## src/hdl/dsp_pkg.sv

```systemverilog
`timescale 1ns / 1ps
package dsp_pkg;

   localparam int SLOTS = 16;
   localparam int IDX_W = 4;
   localparam int CNT_W = 5;
   localparam int DIV_STEPS = 48;

   typedef logic [IDX_W-1:0] idx_type;
   typedef logic [CNT_W-1:0] cnt_type;

   localparam logic [31:0] EPS_RAW     = 32'd6;
   localparam logic [31:0] DUR_MIN_RAW = 32'd66;
   localparam logic [31:0] ONE_RAW     = 32'h0001_0000;
   localparam logic [31:0] FPS_DIV     = 32'd60;
   localparam logic [31:0] TENTH_DIV   = 32'd10;
   localparam logic [31:0] M32         = 32'hFFFF_FFFF;

   // x / 60 == (x * RECIP_60) >> 37 and x / 10 == (x * RECIP_10) >> 35 for 32-bit x
   localparam logic [31:0] RECIP_60    = 32'h8888_8889;
   localparam logic [31:0] RECIP_10    = 32'hCCCC_CCCD;

   localparam logic KIND_SRC    = 1'b0;
   localparam logic KIND_STATUS = 1'b1;
   localparam logic MODE_TICK   = 1'b0;
   localparam logic MODE_SPAWN  = 1'b1;

   typedef enum logic [2:0] {
      ST_TICK   = 3'd0,
      ST_APPEND = 3'd1,
      ST_EVICT  = 3'd2,
      ST_DROP   = 3'd3,
      ST_WEAK   = 3'd4
   } status_type;

   typedef enum logic [3:0] {
      S_IDLE, S_T_RD, S_T_LD, S_T_RDIV, S_T_RM1, S_T_RM2, S_T_ST, S_T_SDIV,
      S_T_SM1, S_T_SM2, S_T_EMIT, S_T_END, S_SC_RD, S_SC_LD, S_SC_DEC, S_SP_DIV
   } fsm_type;

   typedef struct packed {
      logic [31:0] x;
      logic [31:0] y;
      logic [31:0] strength;
      logic [31:0] radius;
      logic [31:0] speed;
      logic [31:0] life;
      logic [31:0] elapsed;
   } entry_type;

   typedef struct packed {
      logic               mode;
      logic [31:0]        dt;
      logic signed [31:0] pos_x;
      logic signed [31:0] pos_y;
      logic [31:0]        strength;
      logic [31:0]        max_radius;
      logic [31:0]        grow_speed;
      logic [31:0]        life_time;
   } req_type;

   typedef struct packed {
      logic               kind;
      logic signed [31:0] src_x;
      logic signed [31:0] src_y;
      logic [31:0]        src_radius;
      logic [31:0]        src_strength;
      logic [2:0]         status_code;
      logic [6:0]         active_count;
      logic [31:0]        drop_total;
      logic [31:0]        evict_total;
      logic               last;
   } rsp_type;

   typedef struct packed {
      logic        start;
      logic [47:0] num;
      logic [31:0] den;
   } div_req_type;

endpackage

```

## src/hdl/dsp_mem.sv

```systemverilog
`timescale 1ns / 1ps
module dsp_mem (
   input  logic                               clock,
   input  logic                               wr_en,
   input  logic [dsp_pkg::IDX_W-1:0]          wr_addr,
   input  dsp_pkg::entry_type                 wr_data,
   input  logic [dsp_pkg::IDX_W-1:0]          rd_addr,
   output dsp_pkg::entry_type                 rd_data
);

   dsp_pkg::entry_type mem_ff [dsp_pkg::SLOTS];
   dsp_pkg::entry_type rd_data_ff;

   always_ff @(posedge clock) begin
      if (wr_en) begin
         mem_ff[wr_addr] <= wr_data;
      end
      rd_data_ff <= mem_ff[rd_addr];
   end

   assign rd_data = rd_data_ff;

endmodule

```

## config.mk

```make
export PLATFORM = sky130hd
export DESIGN_NAME = dsp_mem
export DESIGN_NICKNAME = d
export VERILOG_FILES = /design/src/hdl/dsp_pkg.sv /design/src/hdl/dsp_mem.sv
export SDC_FILE = /design/constraint.sdc
export NUM_CORES = 2
export LEC_CHECK = 0
export BUFFER_PORTS_ARGS = -buffer_cell sky130_fd_sc_hd__buf_2
export CORE_MARGIN = 3
export CORE_UTILIZATION = 40
export DETAILED_ROUTE_END_ITERATION = 16
export PLACE_DENSITY_LB_ADDON = 0.08
export SKIP_CTS_REPAIR_TIMING = 1
export SYNTH_ARGS = -nofsm -noshare
export SYNTH_HDL_FRONTEND = slang
export SYNTH_SLANG_ARGS = --single-unit
```

## constraint.sdc

```tcl
create_clock -name clock -period 29 [get_ports clock]
set_input_delay 1.45 -clock clock [delete_from_list [all_inputs] [get_ports clock]]
set_output_delay 1.45 -clock clock [all_outputs]
set_load 0.02 [all_outputs]
```

After elaboration in Yosys (flattened, before gate mapping)
Memories as Yosys holds them, arrays and structs flattened. A register that Yosys moved wholly into a read port is not among the register bits.
Cells that the tools add are included.
- flip-flop bits (word level): 0
- RAM bits: 3584
- bits of input ports: 234
- output and inout bits: 224
- word-level logic and storage cells: 3
- memories: 1
- memory list (memory ; words ; bits a word ; read ports ; clocked after Yosys merged registers in ; write ports ; line ; source):
    mem_ff ; 16 ; 224 ; 1 ; 1 ; 1 ; dsp_mem.sv:11 ; dsp_pkg::entry_type mem_ff [dsp_pkg::SLOTS];
- muxes and demuxes: 2
- operators with widths (cell ; number):
    two-way mux 1 bit ; 2

Longest topological paths before layout
- depth in word-level cells: 2
- depth in mapped cells: 8

Worst setup path before layout
No wires, ideal clock.
- path type: input to register
- start point: input wr_addr[2] (netlist name)
- end point: memory mem_ff[0][0] (netlist name), enable pin
- setup time: 1.086 ns
- data arrival time: 17.038 ns
- path slack: 10.875 ns
- stages on the path: 2
- path buffers: 0
- cell sequence: or3b_2 > nor3_1
- RTL lines (element ; line ; source):
    start: declaration ; dsp_mem.sv:5 ; input logic [dsp_pkg::IDX_W-1:0] wr_addr,
    end: declaration ; dsp_mem.sv:11 ;
Straight into the memory's write port.

==> metrics.txt <==
# TYPE chip_impl_metric gauge
chip_impl_metric{name="synth_area",unit="µm²"} 139100
chip_impl_metric{name="preCtsSetupSlack",unit="ps"} 22220
chip_impl_metric{name="maximum_number_of_pins_on_one_net_before_global_route_repair",unit=""} 128
chip_impl_metric{name="grt_first_pass_wirelength",unit="µm"} 512300
chip_impl_metric{name="floorplan.io_pins",unit=""} 458
chip_impl_info{name="dominantRegCellSynth",value="sky130_fd_sc_hd__edfxtp_1"} 1
chip_impl_info{name="netlist_top_cells_area",value="sky130_fd_sc_hd__edfxtp_1 77%, sky130_fd_sc_hd__mux4_2 13%, sky130_fd_sc_hd__dfxtp_1 3.2%"} 1
chip_impl_metric{name="period_share",unit=""} 0.1902
chip_impl_metric{name="leakage_power_figure",unit="nW"} 51.26
chip_impl_metric{name="synth.distinct_cells",unit=""} 26
chip_impl_metric{name="normalized_max_slew_margin",unit=""} 0.2039
chip_impl_metric{name="timing.clock.skew",unit="ps"} 25.44
chip_impl_metric{name="comb_power_share",unit=""} 0.049
chip_impl_metric{name="clock_power_share",unit=""} 0.432
chip_impl_metric{name="initial_utilization",unit=""} 0.4035
chip_impl_metric{name="post-route-drc-count",unit=""} 0
chip_impl_info{name="critPathLaunch",value="rd_addr[0]"} 1
chip_impl_info{name="mostFrequentLayoutCells",value="3584 x sky130_fd_sc_hd__edfxtp_1, 833 x sky130_fd_sc_hd__mux4_2, 453 x sky130_fd_sc_hd__buf_2"} 1
chip_impl_metric{name="power.switching",unit="mW"} 2.526
chip_impl_metric{name="route.final.wire_length",unit="µm"} 361900
chip_impl_metric{name="p_per_area",unit="nW/µm²"} 74.51
chip_impl_info{name="cpLargestDelayFamily",value="buffers and inverters"} 1
chip_impl_metric{name="total_cts_buffers",unit=""} 404
chip_impl_metric{name="timing.reg2reg.setup_slack",unit="ps"} 27490
chip_impl_metric{name="tightest_slew",unit="ps"} 1192
chip_impl_info{name="reg2reg_to",value="rd_data[52]"} 1
chip_impl_info{name="cp_slowest_cell",value="sky130_fd_sc_hd__buf_4"} 1
chip_impl_metric{name="synth.avg_cell_area",unit="µm²"} 23.76
chip_impl_metric{name="place.detailed.hpwl",unit="µm"} 184000
chip_impl_metric{name="synth-async-reset-ratio",unit=""} 0
chip_impl_metric{name="synth_seq_cells",unit=""} 3808
chip_impl_metric{name="min_delay_path_depth",unit=""} 3
chip_impl_metric{name="synth_fp_nets",unit=""} 6087
chip_impl_metric{name="seq_area_frac_synth",unit=""} 0.8062
chip_impl_metric{name="rows",unit=""} 215
chip_impl_metric{name="post-synth-top-area-fraction",unit=""} 0.7740
chip_impl_metric{name="port_buffer_count",unit=""} 457
chip_impl_metric{name="cap_viol_max_count",unit=""} 0
chip_impl_metric{name="synthesis.yosys.warnings",unit=""} 0
chip_impl_info{name="startpoint_of_the_worst_hold_path",value="mem_ff[12][173]"} 1
chip_impl_metric{name="fin_crit",unit="ps"} 5514
chip_impl_metric{name="area_growth",unit="%"} 15.29
chip_impl_metric{name="syn-instance-count",unit=""} 5853
chip_impl_metric{name="stdcell_count",unit=""} 11490
chip_impl_metric{name="drt-pass1-iter-count",unit=""} 5
chip_impl_info{name="cts-root-buf",value="sky130_fd_sc_hd__clkbuf_16"} 1
chip_impl_metric{name="setup_violations",unit=""} 0
chip_impl_metric{name="die_height",unit="µm"} 595.6
chip_impl_metric{name="power_frac_seq",unit=""} 0.519
chip_impl_info{name="crit_path_end_kind",value="flop"} 1
chip_impl_metric{name="htree_num_levels",unit=""} 5
chip_impl_metric{name="report.final.hold_viol_count",unit=""} 0
chip_impl_metric{name="core_area",unit="µm²"} 344600
chip_impl_metric{name="internal_power",unit="mW"} 9.420
chip_impl_info{name="timing.critical_path.mode_cell",value="sky130_fd_sc_hd__buf_4"} 1
chip_impl_metric{name="design.final.nets",unit=""} 6778
chip_impl_metric{name="drtAntennaViolNets",unit=""} 0
chip_impl_metric{name="cts.sink_count",unit=""} 3808
chip_impl_info{name="min_to",value="rd_data[173]"} 1
chip_impl_metric{name="p_sw_frac",unit=""} 0.2114
chip_impl_metric{name="num_vias",unit=""} 64290
chip_impl_info{name="criticalPathCategory",value="input port to flop"} 1
chip_impl_info{name="status",value="finished, final reports clean"} 1
chip_impl_metric{name="floorplan.die.width",unit="µm"} 595.6
chip_impl_metric{name="final-max-slew-violation-count",unit=""} 0
chip_impl_metric{name="timing.critical_path.arrival",unit="ps"} 6330
chip_impl_info{name="tritoncts",value="built"} 1
chip_impl_info{name="netlist.top_cell.by_area",value="sky130_fd_sc_hd__edfxtp_1"} 1
chip_impl_info{name="hp-class",value="flop to flop"} 1
chip_impl_metric{name="detail_route.iter0.violations",unit=""} 6203
chip_impl_metric{name="timing.critical_path.fanout_max",unit=""} 107
chip_impl_metric{name="power.ir.vdd_worst",unit="mV"} 0.04966
chip_impl_metric{name="place.gp.congestion",unit=""} 0.7172
chip_impl_metric{name="fmax",unit="MHz"} 181.3
chip_impl_info{name="rsz0062_at_grt",value="no"} 1
chip_impl_metric{name="worst_skew_pair.late_latency",unit="ps"} 940
chip_impl_metric{name="r2r_cells",unit=""} 3
chip_impl_metric{name="cp.buffers_inverters",unit=""} 5
chip_impl_metric{name="grt_use_total",unit=""} 0.2021
chip_impl_metric{name="final_layout_size_suffix_gt1_frac",unit=""} 0.3137
chip_impl_metric{name="final.setup.tns",unit="ps"} 0
chip_impl_metric{name="globalRoute.totalOverflow",unit=""} 0
chip_impl_info{name="r2r_start",value="mem_ff[12][52]"} 1
chip_impl_metric{name="worstPathRequired",unit="ps"} 29810
chip_impl_metric{name="fin_ws",unit="ps"} 23490
chip_impl_metric{name="placed_cells_incl_taps",unit=""} 10700
chip_impl_info{name="crit_path_cell_trace",value="buf_12, buf_12, buf_4, buf_4, buf_4, mux4_2, a22oi_1, nand2_1"} 1
chip_impl_metric{name="path_clk_slew",unit="ps"} 60
chip_impl_metric{name="detail_route.wl_per_cell",unit="µm"} 31.51
chip_impl_info{name="layout_commonest_cell",value="sky130_fd_sc_hd__edfxtp_1"} 1
chip_impl_metric{name="die_area",unit="µm²"} 354700
chip_impl_metric{name="via_density_per_instance",unit=""} 5.597
chip_impl_metric{name="power",unit="mW"} 11.95
chip_impl_info{name="startpoint_type",value="input port"} 1
chip_impl_metric{name="number_of_synthesized_flops_with_an_enable_pin",unit=""} 3584
chip_impl_metric{name="cpPeakStageDelay",unit="ps"} 880
chip_impl_metric{name="cts_buffer_depth",unit=""} 4
chip_impl_metric{name="worst_hold_slack_across_all_endpoints",unit="ps"} 646.2
chip_impl_metric{name="number_of_antenna_violations_at_the_first_check_in_global_routing",unit=""} 121
chip_impl_metric{name="vias_in_the_first_global_route",unit=""} 67390
==> area by class of cell <==
cell class	instances	area (µm²)
fillers	28410	184300
flip-flops and latches	3808	112100
multi-input cells	1733	25480
clock buffers	554	11210
well taps	4557	5702
repair buffers	597	3567
clock inverters	200	2155
diodes	37	92.59
==> registers in the layout (all words and copies together) (netlist names) <==
register	cells
rd_data	224
mem_ff	3584
==> worst max path at each step <==
stage | slack [ps] | depth (start not counted) | endpoint
floorplan | 10880 | 2 | mem_ff[0][0]
global placement | 22230 | 8 | rd_data[177]
detailed placement | 22220 | 8 | rd_data[164]
CTS | 23270 | 8 | rd_data[177]
global route | 22820 | 8 | rd_data[1]
finish | 23490 | 8 | rd_data[1]
==> per-stage QoR <==
stage | util | area (µm²)
after detailed placement | 0.4262 | 146900
after global routing | 0.4650 | 160200
after global placement | 0.4262 | 146900
after floorplan | - | 139100
after CTS | 0.4650 | 160200
final | 0.4652 | 160300
==> Yosys cell counts, drive strengths merged (2+ instances only) <==
cell / number
nor3: 4
o22a: 9
clkbuf: 118
nor2: 15
a221oi: 24
buf: 194
nand2b: 28
o221ai: 39
mux4: 833
nand2: 163
mux2: 117
o21ai: 30
a22oi: 376
mux2i: 42
nand3b: 2
nor2b: 45
and2: 3
dfxtp: 224
edfxtp: 3584
==> power by group through the flow <==
stage	clock network, mW	registers (mW)	logic [mW]
after floorplan	0	6.37	0.298
after global placement	0	6.32	0.594
after detailed placement	0	6.32	0.601
after CTS	5.30	6.20	0.602
after global routing	5.52	6.21	0.634
final	5.16	6.20	0.585
==> logic make-up after synthesis <==
group           Yosys count  synth area share
mux                     992            0.1474
simple gates            263          0.008638
flops                  3808            0.8062
compound gates          478           0.02591
buf+inv                 312           0.01182
==> tightest hold or removal path, delay by kind of cell (launching register included) <==
| family | cells | cell delay, ps |
|---|---|---|
| flip-flops | 1 | 310 |
| AO/OA/AOI/OAI | 1 | 60 |
| multiplexers | 1 | 220 |
| AND/OR/NAND/NOR | 1 | 50 |
==> routing by layer <==
metal / vias up / track usage / wire [µm]
met3: 611 / 0.03951 / 24400
met5: - / 0 / 427
met2: 1865 / 0.3189 / 171000
met1: 35260 / 0.2886 / 157100
met4: 66 / 0.05370 / 8997
li1: 26490 / - / -
Note: power is estimated with default switching activity, not from simulation.
