[src/hdl/dsp_pkg.sv]
`timescale 1ns / 1ps
package dsp_pkg;

   localparam int SLOTS = 16;
   localparam int IDX_W = 4;
   localparam int CNT_W = 5;
   localparam int DIV_STEPS = 48;

   typedef logic [IDX_W-1:0] idx_type;
   typedef logic [CNT_W-1:0] cnt_type;

   localparam logic [31:0] EPS_RAW     = 32'd6;
   localparam logic [31:0] DUR_MIN_RAW = 32'd66;
   localparam logic [31:0] ONE_RAW     = 32'h0001_0000;
   localparam logic [31:0] FPS_DIV     = 32'd60;
   localparam logic [31:0] TENTH_DIV   = 32'd10;
   localparam logic [31:0] M32         = 32'hFFFF_FFFF;

   // x / 60 == (x * RECIP_60) >> 37 and x / 10 == (x * RECIP_10) >> 35 for 32-bit x
   localparam logic [31:0] RECIP_60    = 32'h8888_8889;
   localparam logic [31:0] RECIP_10    = 32'hCCCC_CCCD;

   localparam logic KIND_SRC    = 1'b0;
   localparam logic KIND_STATUS = 1'b1;
   localparam logic MODE_TICK   = 1'b0;
   localparam logic MODE_SPAWN  = 1'b1;

   typedef enum logic [2:0] {
      ST_TICK   = 3'd0,
      ST_APPEND = 3'd1,
      ST_EVICT  = 3'd2,
      ST_DROP   = 3'd3,
      ST_WEAK   = 3'd4
   } status_type;

   typedef enum logic [3:0] {
      S_IDLE, S_T_RD, S_T_LD, S_T_RDIV, S_T_RM1, S_T_RM2, S_T_ST, S_T_SDIV,
      S_T_SM1, S_T_SM2, S_T_EMIT, S_T_END, S_SC_RD, S_SC_LD, S_SC_DEC, S_SP_DIV
   } fsm_type;

   typedef struct packed {
      logic [31:0] x;
      logic [31:0] y;
      logic [31:0] strength;
      logic [31:0] radius;
      logic [31:0] speed;
      logic [31:0] life;
      logic [31:0] elapsed;
   } entry_type;

   typedef struct packed {
      logic               mode;
      logic [31:0]        dt;
      logic signed [31:0] pos_x;
      logic signed [31:0] pos_y;
      logic [31:0]        strength;
      logic [31:0]        max_radius;
      logic [31:0]        grow_speed;
      logic [31:0]        life_time;
   } req_type;

   typedef struct packed {
      logic               kind;
      logic signed [31:0] src_x;
      logic signed [31:0] src_y;
      logic [31:0]        src_radius;
      logic [31:0]        src_strength;
      logic [2:0]         status_code;
      logic [6:0]         active_count;
      logic [31:0]        drop_total;
      logic [31:0]        evict_total;
      logic               last;
   } rsp_type;

   typedef struct packed {
      logic        start;
      logic [47:0] num;
      logic [31:0] den;
   } div_req_type;

endpackage

[src/hdl/dsp_div.sv]
`timescale 1ns / 1ps
module dsp_div (
   input  logic                 clock,
   input  logic                 reset,
   input  dsp_pkg::div_req_type div_req,
   output logic                 done,
   output logic [47:0]          quot
);

   logic [31:0] rem_ff, rem_in;
   logic [47:0] quo_ff, quo_in;
   logic [31:0] den_ff, den_in;
   logic [5:0]  cnt_ff, cnt_in;
   logic        busy_ff, busy_in;
   logic        done_ff, done_in;
   logic [32:0] trial;

   always_comb begin
      rem_in  = rem_ff;
      quo_in  = quo_ff;
      den_in  = den_ff;
      cnt_in  = cnt_ff;
      busy_in = busy_ff;
      done_in = 1'b0;
      trial   = {rem_ff, quo_ff[47]};
      if (div_req.start) begin
         rem_in  = '0;
         quo_in  = div_req.num;
         den_in  = div_req.den;
         cnt_in  = 6'(dsp_pkg::DIV_STEPS);
         busy_in = 1'b1;
      end else if (busy_ff) begin
         if (trial >= {1'b0, den_ff}) begin
            rem_in = 32'(trial - {1'b0, den_ff});
            quo_in = {quo_ff[46:0], 1'b1};
         end else begin
            rem_in = trial[31:0];
            quo_in = {quo_ff[46:0], 1'b0};
         end
         cnt_in = cnt_ff - 6'd1;
         if (cnt_ff == 6'd1) begin
            busy_in = 1'b0;
            done_in = 1'b1;
         end
      end
   end

   always_ff @(posedge clock) begin
      if (reset) begin
         busy_ff <= 1'b0;
         done_ff <= 1'b0;
         cnt_ff  <= '0;
      end else begin
         busy_ff <= busy_in;
         done_ff <= done_in;
         cnt_ff  <= cnt_in;
      end
      rem_ff <= rem_in;
      quo_ff <= quo_in;
      den_ff <= den_in;
   end

   assign done = done_ff;
   assign quot = quo_ff;

endmodule

[config.mk]
export PLATFORM = sky130hd
export DESIGN_NAME = dsp_div
export DESIGN_NICKNAME = d
export VERILOG_FILES = /design/src/hdl/dsp_pkg.sv /design/src/hdl/dsp_div.sv
export SDC_FILE = /design/constraint.sdc
export NUM_CORES = 1
export LEC_CHECK = 0
export BUFFER_PORTS_ARGS = -buffer_cell sky130_fd_sc_hd__buf_2
export CAP_MARGIN = 30
export CORE_ASPECT_RATIO = 0.9
export CORE_MARGIN = 1.5
export CORE_UTILIZATION = 56
export DETAILED_ROUTE_END_ITERATION = 12
export GPL_ROUTABILITY_DRIVEN = 0
export MAX_ROUTING_LAYER = met4
export PLACE_DENSITY = 0.81
export SLEW_MARGIN = 5
export SYNTH_ARGS = -nofsm -noshare
export SYNTH_HDL_FRONTEND = slang
export SYNTH_SLANG_ARGS = --single-unit
[constraint.sdc]
create_clock -name clock -period 3.4 [get_ports clock]
set_input_delay 0.17 -clock clock [delete_from_list [all_inputs] [get_ports clock]]
set_output_delay 0.17 -clock clock [all_outputs]
set_load 0.01 [all_outputs]
After elaboration in Yosys (flattened, before gate mapping). Cells that the tools add are included.

Register bits after elaboration: 120. Bits in latches: 0. Memory bits (writable): 0. Memory bits (read-only): 0. Input port bits: 83. Output and inout bits: 49. Word-level logic and storage cells: 25. Memories: 0.

$add $sub $neg: 2. $mul: 0. Div/mod/pow operators: 0. Magnitude comparators: 1. Equal/unequal tests: 1. Shift-type cells: 0. Mux-type cells: 10. Bitwise logic cells: 1. Reduce and logical (&&, ||, !) cells: 3.

Operators by type and width (number): 48-bit 2-to-1 mux (2); 33-bit by 32-bit >= comparator with 1-bit output (1); 32-bit 2-to-1 mux (1); 32-bit subtractor (1); 6-bit 2-to-1 mux (2); 6-bit by 1-bit == test with 1-bit output, second input constant (1); 6-bit by 1-bit subtractor with 6-bit output, second input constant (1); 1-bit 2-to-1 mux (5); 3-bit OR reduction (1); 2-bit nonzero test (1); 2-bit OR reduction (1); 1-bit inverter (1).

Depth between registers and ports, before layout. Gate-level depths: netlist of run 1.

Depth after elaboration: 4. Depth in mapped cells: 14. Mapped depth without buffers: 12.

Least setup slack after synthesis of run 1. OpenSTA, ideal clock, no wires.

Path type: register to register. Start: register quo_ff[47], in the netlist quot[47]. End: register rem_ff[4]. Setup time: 0.088 ns. Arrival time: 2.477 ns. Data required time: 3.312 ns. Slack: 0.835 ns. Stages on the path, launching flop included: 13. Buffers on the path: 1. Period minus slack after synthesis: 2.565 ns. Path through: edfxtp_1 inv_1 ha_1 nand2b_1 a211oi_2 o21a_2 a41oi_4 o21ba_1 o211ai_2 o21ai_2 buf_6 a211o_1 a311oi_2.

Longest elaborated chain between the ends: 2. Elaborated cells on any way between the ends: 3. Classes of those cells: add/sub (1); order compare (1); mux (1).

Ends and longest elaborated chain: start, declared (RTL line dsp_div.sv:11) `logic [47:0] quo_ff, quo_in;`; start signal, assigned (RTL line dsp_div.sv:59) `quo_ff <= quo_in;`; 32-bit subtractor / 33-bit by 32-bit >= comparator with 1-bit output (equally long branches) (RTL line dsp_div.sv:34, dsp_div.sv:33); 32-bit 2-to-1 mux (*) (RTL line dsp_div.sv:33) `if (trial >= {1'b0, den_ff}) begin`; end signal, assigned (RTL line dsp_div.sv:58) `rem_ff <= rem_in;`; end, declared (RTL line dsp_div.sv:10) `logic [31:0] rem_ff, rem_in;`.

Mark *: on every way between the ends. The rest lies on a longest branch, timed or not. A chain may end at the register's enable or synchronous reset.

Worst setup path in the final report of run 1.
Start: register den_ff[8]. End: register rem_ff[7].

Longest elaborated chain between the ends: 2.

Ends and longest elaborated chain: start, declared (RTL line dsp_div.sv:12) `logic [31:0] den_ff, den_in;`; start signal, assigned (RTL line dsp_div.sv:60) `den_ff <= den_in;`; 33-bit by 32-bit >= comparator with 1-bit output (RTL line dsp_div.sv:33); 32-bit 2-to-1 mux (RTL line dsp_div.sv:33).

No other way between the ends.

==> results_dict.tcl, run 1 <==
set metrics [dict create \
    status "completed" \
    hold_ws_ps 14.6 \
    cts_sinks 120 \
    final_cell_mix "buf_2, edfxtp_1, nor2_1" \
    worstPathArrival_ps 3470 \
    rsz0062_at_grt "no" \
    combPwrFrac 0.213 \
    async_reset_ff_frac 0 \
    crit_type "reg -> reg" \
    grt_max_degree 100 \
    die_h_um 106 \
    n_fill_cell 859 \
    maxCapViolations 0 \
    h-tree-depth 4 \
    area_growth_pct 25.2 \
    period_needed_ps 3210 \
    overflow 0 \
    vias_per_cell 5.59 \
    ys_types 68 \
    tightest_slew_ps 700 \
    io_buffers 131 \
    drt-initial-drc-count 371 \
    cellPowerDensity_nw_per_um2 539 \
    power_frac_seq 0.401 \
    grt_pass1_vias 5060 \
    reg2regPathDepth 12 \
    power.share.clock 0.386 \
    peakVddDrop_v 0.000401 \
    clkTransAtPathRegs_ps 50 \
    cts_setup_buffers 0 \
    yosys_warnings 0 \
    die_w_um 118 \
    wl_um 14900 \
    power_switching_mw 1.25 \
    die-area_um2 12500 \
    final_common_cell "buf_2" \
    multiInputGateArea_um2 3120 \
    start_kind "flip-flop" \
    maxSlewHeadroom 0.533 \
    clock_latency_ps 420 \
    report.final.slew_viol_count 0 \
    grt_pass1_wl_um 24000 \
    initial_core_util 0.577 \
    syn_inst 606 \
    clock-root-buffer "clkbuf_16" \
    required_ps 3670 \
    io_pins 132 \
    synth_seq_cells 120 \
    hpwl_um 10200 \
    swShare 0.280 \
    period_share 0.943 \
    endpoint_kind "flip-flop" \
    seqCellArea_um2 3200 \
    total_leakage_power_nw 3.60 \
    antenna_found_initial 0 \
    yosysSeqAreaShare 0.483 \
    setup_violations 0 \
    hold_viol_final 0 \
    ant_nets 0 \
    synth_top_area_share 0.362 \
    numCtsBuffers 17 \
    clock_tree.buffer_depth 2 \
    drive_above_1_share 0.298 \
    drt-pass1-iter-count 5 \
    clock_skew_ps 5.50 \
    num_vias 5223 \
    critPathMaxFanout 16 \
    synthTopCellsByArea "edfxtp_1, dfxtp_1, mux2_2, ha_1, mux2i_1" \
    diodes 0 \
    hold_path_depth 2 \
    avgSynthCellArea_um2 10.9 \
    synth_edf_count 80 \
    mappedNetlistArea_um2 6630 \
    core_um2 11500 \
    internal_power_mw 3.22 \
    min_path_type "in -> reg" \
    rows 37 \
    fin_nets 884 \
    wire_per_inst_um 15.9 \
    fmax_mhz 312 \
    yosys.area.top_type "edfxtp_1" \
    cts_tree "built" \
    syn-num-nets 724 \
    drc_errors 0 \
    tns_ps 0 \
    grt_usage 0.250 \
    synth_flop_cell "edfxtp_1" \
]
[per-layer routing]
layer / routed length, µm / GRT usage / vias up / share of wire
met5: 0 / - / - / 0
met4: 210 / 0.0984 / 0 / 0.014
met3: 970 / 0.0746 / 16 / 0.065
met2: 7340 / 0.384 / 192 / 0.49
met1: 6350 / 0.314 / 2455 / 0.43
li1: - / - / 2560 / -
[logic make-up (layout without fill, tap and decap cells)]
group,count (synthesis),count (layout),share of synthesized area
buffers and inverters,71,244,0.0472
and+or+nand+nor,152,152,0.108
muxes,73,73,0.119
xor gates and xnor gates,31,31,0.0410
adders and majority gates,35,35,0.0672
DFF,120,120,0.483
AOI/OAI and AO/OA,124,124,0.134
[flip-flops by register name, summed over array words and instances, names as in the netlist]
signal and flops:
done 1, rem_ff 32, quot 48, den_ff 32, busy_ff 1, cnt_ff 6
[synthesized netlist by cell type (3+ instances only)]
master     n
nor3_1    12
inv_1     42
a31oi_1    3
a211oi_1  30
edfxtp_1  80
mux2i_1   26
a311oi_1   4
dfxtp_1   40
nand4_1    7
nand3_1   10
nand2_1   32
and3_1     3
a21oi_1   29
mux2_2    47
o21a_1     3
a21o_1     6
o21ai_0   16
nand2b_1   3
xor2_1    12
buf_2      5
buf_1      3
nor2_1    62
o211ai_1   3
xnor2_1   19
clkbuf_1  18
ha_1      34
o31ai_1    3
[critical path: stages, from the launching register on]
cell	delay (ps)
edfxtp_1	320
inv_1	40
ha_1	360
a21oi_1	280
o21ai_1	110
and3_1	220
a41oi_4	260
o21ba_1	230
o211ai_2	140
o21ai_4	450
buf_12	240
mux2i_1	300
a211oi_1	110
[through the flow]
stage / setup slack (ps) / std cells / util / total power [mW] / instance area (µm²)
6_report: 194 / 935 / 0.723 / 4.47 / 8300
5_1_grt: 10.3 / 935 / 0.723 / 4.68 / 8300
4_1_cts: 246 / 935 / 0.723 / 4.49 / 8300
3_5_place_dp: 297 / 871 / 0.646 / 2.73 / 7410
3_3_place_gp: 327 / 871 / 0.646 / 2.69 / 7410
2_1_floorplan: 835 / 606 / - / 2.47 / 6630
[power by group through the flow]
stage / Sequential [mW] / Clock, mW / Combinational (mW)
finish: 1.79 / 1.73 / 0.952
global route: 1.81 / 1.82 / 1.04
CTS: 1.79 / 1.75 / 0.942
detailed placement: 1.82 / 0 / 0.906
global placement: 1.81 / 0 / 0.878
floorplan: 1.83 / 0 / 0.641
[final timing paths]
| kind | start | end | slack (ps) |
|---|---|---|---|
| setup reg to reg | den_ff[8]$_DFFE_PP_ | rem_ff[7]$_SDFFE_PP0P_ | 190 |
| hold / removal | reset | busy_ff$_SDFF_PP0_ | 10 |
| setup / recovery | den_ff[8]$_DFFE_PP_ | rem_ff[7]$_SDFFE_PP0P_ | 190 |
| hold reg to reg | rem_ff[17]$_SDFFE_PP0P_ | rem_ff[17]$_SDFFE_PP0P_ | 500 |
[layout make-up]
cell class / count / share of cell area
Clock inverter: 12 / 0.0152
Inverter: 42 / 0.0190
Sequential cell: 120 / 0.386
Tap cell: 156 / 0.0235
Clock buffer: 20 / 0.0526
Timing Repair Buffer: 170 / 0.127
Multi-Input combinational cell: 415 / 0.376
[repair_timing]
action / in CTS / in global routing
hold buffers: 32 / 0
hold endpoints to repair: 32 / 0
setup endpoints to repair: 0 / 1
resized for setup: 0 / 1
Note: power is estimated with default switching activity, not from simulation.
==> run 2, diff against run 1 <==
- REMOVE_ABC_BUFFERS: default -> 1
==> run 2 against run 1 <==
Cell count is 0.64% higher. Total power down 1.0%. Via count is 1.8% higher. Largest power group unchanged. Critical path depth grew 1. Critical endpoint is now rem_ff[1]$_SDFFE_PP0P_. Utilization is 0.51 points higher. Combinational power rose by 2.3%. Highest routed layer unchanged. Non-clock buffer count increased by 6. Clock-buffer cell count did not move.
==> results_dict.tcl, run 2 (synthesis results as in run 1) <==
set metrics [dict create \
    status "completed" \
    combPwrFrac 0.220 \
    start_kind "flip-flop" \
    io_pins 132 \
    endpoint_kind "flip-flop" \
    placed_cells 871 \
    overflow 0 \
    clock_tree.buffer_depth 2 \
    peakVddDrop_v 0.000423 \
    instances_no_fill 941 \
    drc_errors 0 \
    hold_viol_final 0 \
    drt-pass1-iter-count 5 \
    crit_type "reg -> reg" \
    die_h_um 106 \
    hold_ws_ps 48.4 \
    report.final.slew_viol_count 0 \
    h-tree-depth 4 \
    cellPowerDensity_nw_per_um2 529 \
    max_stage_delay_ps 460 \
    grt_max_degree 126 \
    setup_violations 0 \
    area_growth_pct 26.1 \
    power_switching_mw 1.26 \
    crit_slowest_cell "or4b_1" \
    clkTransAtPathRegs_ps 60 \
    swShare 0.285 \
    maxCapViolations 0 \
    drive_above_1_share 0.299 \
    post-place-ws_ps 247 \
    period_needed_ps 3230 \
    wl_um 15100 \
    period_share 0.951 \
    hpwl_um 10100 \
    ant_nets 0 \
    critPathMostFrequentCell "buf_12" \
    r2r_slack_ps 170 \
    critPathMaxFanout 8 \
    io_buffers 131 \
    cts_sinks 120 \
    clock_latency_ps 420 \
    fmax_mhz 309 \
    clock_skew_ps 10.7 \
    clock-root-buffer "clkbuf_16" \
    cts_resized 0 \
    numCtsBuffers 17 \
    vias_per_cell 5.65 \
    grt_pass1_vias 5372 \
    final_cell_mix "buf_2, edfxtp_1, nor2_1" \
    maxSlewHeadroom 0.494 \
    power.share.clock 0.373 \
    n_fill_cell 828 \
    die-area_um2 12500 \
    required_ps 3710 \
    diodes 0 \
    power_frac_seq 0.407 \
    worstPathArrival_ps 3540 \
    initial_core_util 0.577 \
    tightest_slew_ps 759 \
    grt_pass1_wl_um 24700 \
    setup_ws_ps 165 \
    wire_per_inst_um 16.1 \
    rows 37 \
    total_leakage_power_nw 3.62 \
    crit_chain "inv_1, ha_1, nand4_1, nor3_1, nand3_1, o21ai_0, a21oi_1, nor2_1, o21ai_4, buf_12, buf_12, or4b_1, o311ai_0" \
    num_vias 5318 \
    core_um2 11500 \
    cts_tree "built" \
    grt_usage 0.255 \
    final_common_cell "buf_2" \
    fin_nets 890 \
    min_path_type "in -> reg" \
    internal_power_mw 3.16 \
    antenna_found_initial 0 \
    largest_reg_flops 48 \
    die_w_um 118 \
    drt-initial-drc-count 341 \
]
## run 2: cell count changes in the layout (fill, tap and decap cells not counted)
| cell | delta |
|---|---|
| buf_12 | +3 |
| buf_4 | +2 |
| bufinv_16 | -1 |
| clkinv_1 | +1 |
| clkinv_2 | -2 |
| clkinv_4 | +1 |
| clkinvlp_4 | +2 |
| dlygate4sd3_1 | +1 |
| inv_6 | -1 |
| nor3_1 | +1 |
| nor3_2 | -1 |
## run 2: final cells by class
type	count	area [µm²]	share of cell area
clock buffer	20	437	0.0522
clock inverter	12	105	0.0126
inverter	42	158	0.0189
multi-input combinational	415	3120	0.373
sequential	120	3200	0.383
tap	156	195	0.0233
timing repair buffer	176	1140	0.137
## run 2: power by group through the flow
stage               Clock [mW]  Combinational, mW  Sequential (mW)
floorplan                    0              0.593             1.84
global placement             0              0.871             1.82
detailed placement           0              0.906             1.82
CTS                       1.68              0.943             1.80
global route              1.74               1.07             1.82
finish                    1.65              0.974             1.80
## run 2: critical path, delay by kind of cell, from the launching register on
family	cells	cell delay, ps
AOI/OAI and AO/OA	4	640
DFF	1	320
adders and majority gates	1	430
and+or+nand+nor	5	1420
buffers and inverters	3	330
## run 2: path summary, 6_finish.rpt
path,startpoint,end,cells past startpoint
worst max-delay path,den_ff[20]$_DFFE_PP_,rem_ff[1]$_SDFFE_PP0P_,13
worst min-delay path,div_req[32],quot[0]$_DFFE_PP_,3
worst max register to register,den_ff[20]$_DFFE_PP_,rem_ff[1]$_SDFFE_PP0P_,13
worst min register to register,rem_ff[17]$_SDFFE_PP0P_,rem_ff[17]$_SDFFE_PP0P_,2
## run 2: per-layer routing
layer	GRT usage	wire [µm]
met5	-	0
met1	0.313	6670
met3	0.0740	958
met4	0.0941	288
met2	0.404	7190
## run 2: what timing repair did
item	CTS	global route
buffers inserted	0	5
setup endpoints to repair	0	21
hold buffers	33	0
endpoints found under the hold margin	35	0
## run 2: per-stage QoR
| step | cell area (µm²) | utilization | total power, mW | TNS [ps] |
|---|---|---|---|---|
| floorplan | 6470 | - | 2.43 | -1510 |
| global placement | 7400 | 0.645 | 2.69 | 0 |
| detailed placement | 7420 | 0.647 | 2.73 | 0 |
| CTS | 8300 | 0.723 | 4.43 | 0 |
| global route | 8360 | 0.728 | 4.62 | -19.7 |
| finish | 8360 | 0.728 | 4.42 | 0 |
==> run 3, diff against run 2 <==
--- a/config.mk
+++ b/config.mk
@@ -10,4 +10,5 @@
 export CORE_ASPECT_RATIO = 0.9
-export CORE_MARGIN = 1.5
+export CORE_MARGIN = 3
 export CORE_UTILIZATION = 56
+export CTS_CLUSTER_SIZE = 40
 export DETAILED_ROUTE_END_ITERATION = 12
==> constraint.sdc (replaced) <==
create_clock -name clock -period 3.4 [get_ports clock]
set_input_delay 0.34 -clock clock [delete_from_list [all_inputs] [get_ports clock]]
set_output_delay 0.34 -clock clock [all_outputs]
set_load 0.01 [all_outputs]
==> run 3 against run 2 <==
Clock power up 23%. Sequential power about the same. Largest power group is now clock. Cell count down 3.6%. Critical path depth down 1. Hold slack better by 43 ps. Total power up 7.7%. Sequential share of layout area up 1.2 points. Via count down 3.6%. Combinational power down 4.2%. Clock skew down 4.2 ps. First-iteration DRC count down 6.5%.
==> results_dict.tcl, run 3 (synthesis results as in run 1) <==
set metrics [dict create \
    tightest_slew_ps 728 \
    clock_skew_ps 6.58 \
    endpoint_kind "flip-flop" \
    instances_no_fill 907 \
    postCtsHoldBufs 0 \
    critPathMaxFanout 17 \
    status "completed" \
    num_vias 5129 \
    crit_start "den_ff[15]$_DFFE_PP_" \
    wire_per_inst_um 16.7 \
    numCtsBuffers 17 \
    period_needed_ps 3090 \
    area_growth_pct 22.4 \
    period_share 0.908 \
    die_w_um 121 \
    total_leakage_power_nw 3.54 \
    die_h_um 109 \
    n_fill_cell 859 \
    critPathCapture "rem_ff[26]$_SDFFE_PP0P_" \
    initial_core_util 0.577 \
    min_path_type "in -> reg" \
    wl_um 15100 \
    drive_above_1_share 0.316 \
    r2r_slack_ps 310 \
    fmax_mhz 324 \
    fin_nets 856 \
    hpwl_um 10800 \
    crit_type "reg -> reg" \
    grt_pass1_wl_um 24300 \
    cts_sinks 120 \
    diodes 0 \
    h-tree-depth 4 \
    maxSlewHeadroom 0.515 \
    hold_viol_final 0 \
    hp-start "div_req[21]" \
    ant_nets 0 \
    met2_usage 0.381 \
    antenna_found_initial 0 \
    vias_per_cell 5.65 \
    clock_tree.buffer_depth 2 \
    grt_pass1_vias 5112 \
    placed_cells 870 \
    required_ps 3700 \
    drc_errors 0 \
    r2r-start "den_ff[15]$_DFFE_PP_" \
    io_pins 132 \
    multiInputGateArea_um2 3120 \
    utilization 0.707 \
    maxCapViolations 0 \
    reg2regPathDepth 12 \
    rows 37 \
    overflow 0 \
    core_um2 11500 \
    largest_reg_flops 48 \
    final_cell_mix "buf_2, edfxtp_1, nor2_1" \
    drt-initial-drc-count 319 \
    timing.rr.end "rem_ff[26]$_SDFFE_PP0P_" \
    clock_latency_ps 420 \
    met1_usage 0.296 \
    die-area_um2 13200 \
    clock-root-buffer "clkbuf_16" \
    worstPathArrival_ps 3390 \
    io_buffers 131 \
    grt_usage 0.244 \
    report.final.slew_viol_count 0 \
    cellPowerDensity_nw_per_um2 587 \
    drt-pass1-iter-count 5 \
    start_kind "flip-flop" \
    grt_max_degree 83 \
    rsz0062_at_grt "no" \
    use_met3 0.0788 \
    busiest_layer "met2" \
    seqCellArea_um2 3200 \
    final_common_cell "buf_2" \
    peakVddDrop_v 0.000371 \
    setup_violations 0 \
    cts_tree "built" \
    clkTransAtPathRegs_ps 60 \
]
[run 3: cell count changes in the layout (fill, tap and decap cells not counted), sizes merged]
cell and change:
clkinvlp -3, buf -1, bufinv +4, clkinv -3, dlygate4sd3 -33, clkbuf +2
[run 3: through the flow]
stage	total power [mW]	TNS [ps]	worst slack [ps]	area (µm²)	hold slack [ps]
after detailed placement	2.73	0	291	7400	498
after CTS	4.79	0	198	8080	68.5
final	4.77	0	312	8120	91.1
after floorplan	2.43	-1510	-57.5	6470	408
after global routing	4.97	0	102	8120	68.6
after global placement	2.69	0	439	7400	482
[run 3: final cells by class]
class | count | share of cell area
clock buffers | 22 | 0.0597
clock inverters | 10 | 0.0233
inverters | 42 | 0.0194
multi-input cells | 415 | 0.384
flip-flops and latches | 120 | 0.395
well taps | 156 | 0.0241
repair buffers | 142 | 0.0944
[run 3: timing repair]
item,in CTS,in global routing
setup endpoints to repair,0,1
gates resized for setup,0,0
setup buffers,0,5
[run 3: per-layer routing]
| layer | part of all wire | wire length [µm] |
|---|---|---|
| met3 | 0.065 | 980 |
| met5 | 0 | 0 |
| met4 | 0.017 | 256 |
| met1 | 0.44 | 6730 |
| met2 | 0.47 | 7180 |
[run 3: critical path: stages (launching register included)]
cell and delay, ps:
edfxtp_1 370, inv_1 90, ha_1 280, a21oi_1 290, nand2_1 100, a211oi_2 290, nor3_1 80, o21ba_1 270
o211ai_2 140, o21ai_4 390, buf_12 230, mux2i_1 100, a211oi_1 320
[run 3: how the worst min path moves through the flow]
stage                     slack (ps)                     end  cells after the start
after floorplan                  410  rem_ff[4]$_SDFFE_PP0P_                      1
after global placement           480  cnt_ff[1]$_SDFFE_PP0P_                      2
after detailed placement         500  rem_ff[9]$_SDFFE_PP0P_                      2
after CTS                         70    den_ff[20]$_DFFE_PP_                      1
after global routing              70    den_ff[21]$_DFFE_PP_                      1
final                             90    den_ff[21]$_DFFE_PP_                      1
[run 3: power by group]
| group | internal, mW | switching [mW] |
|---|---|---|
| clock | 1.38 | 0.651 |
| combinational | 0.416 | 0.517 |
| sequential | 1.71 | 0.0871 |
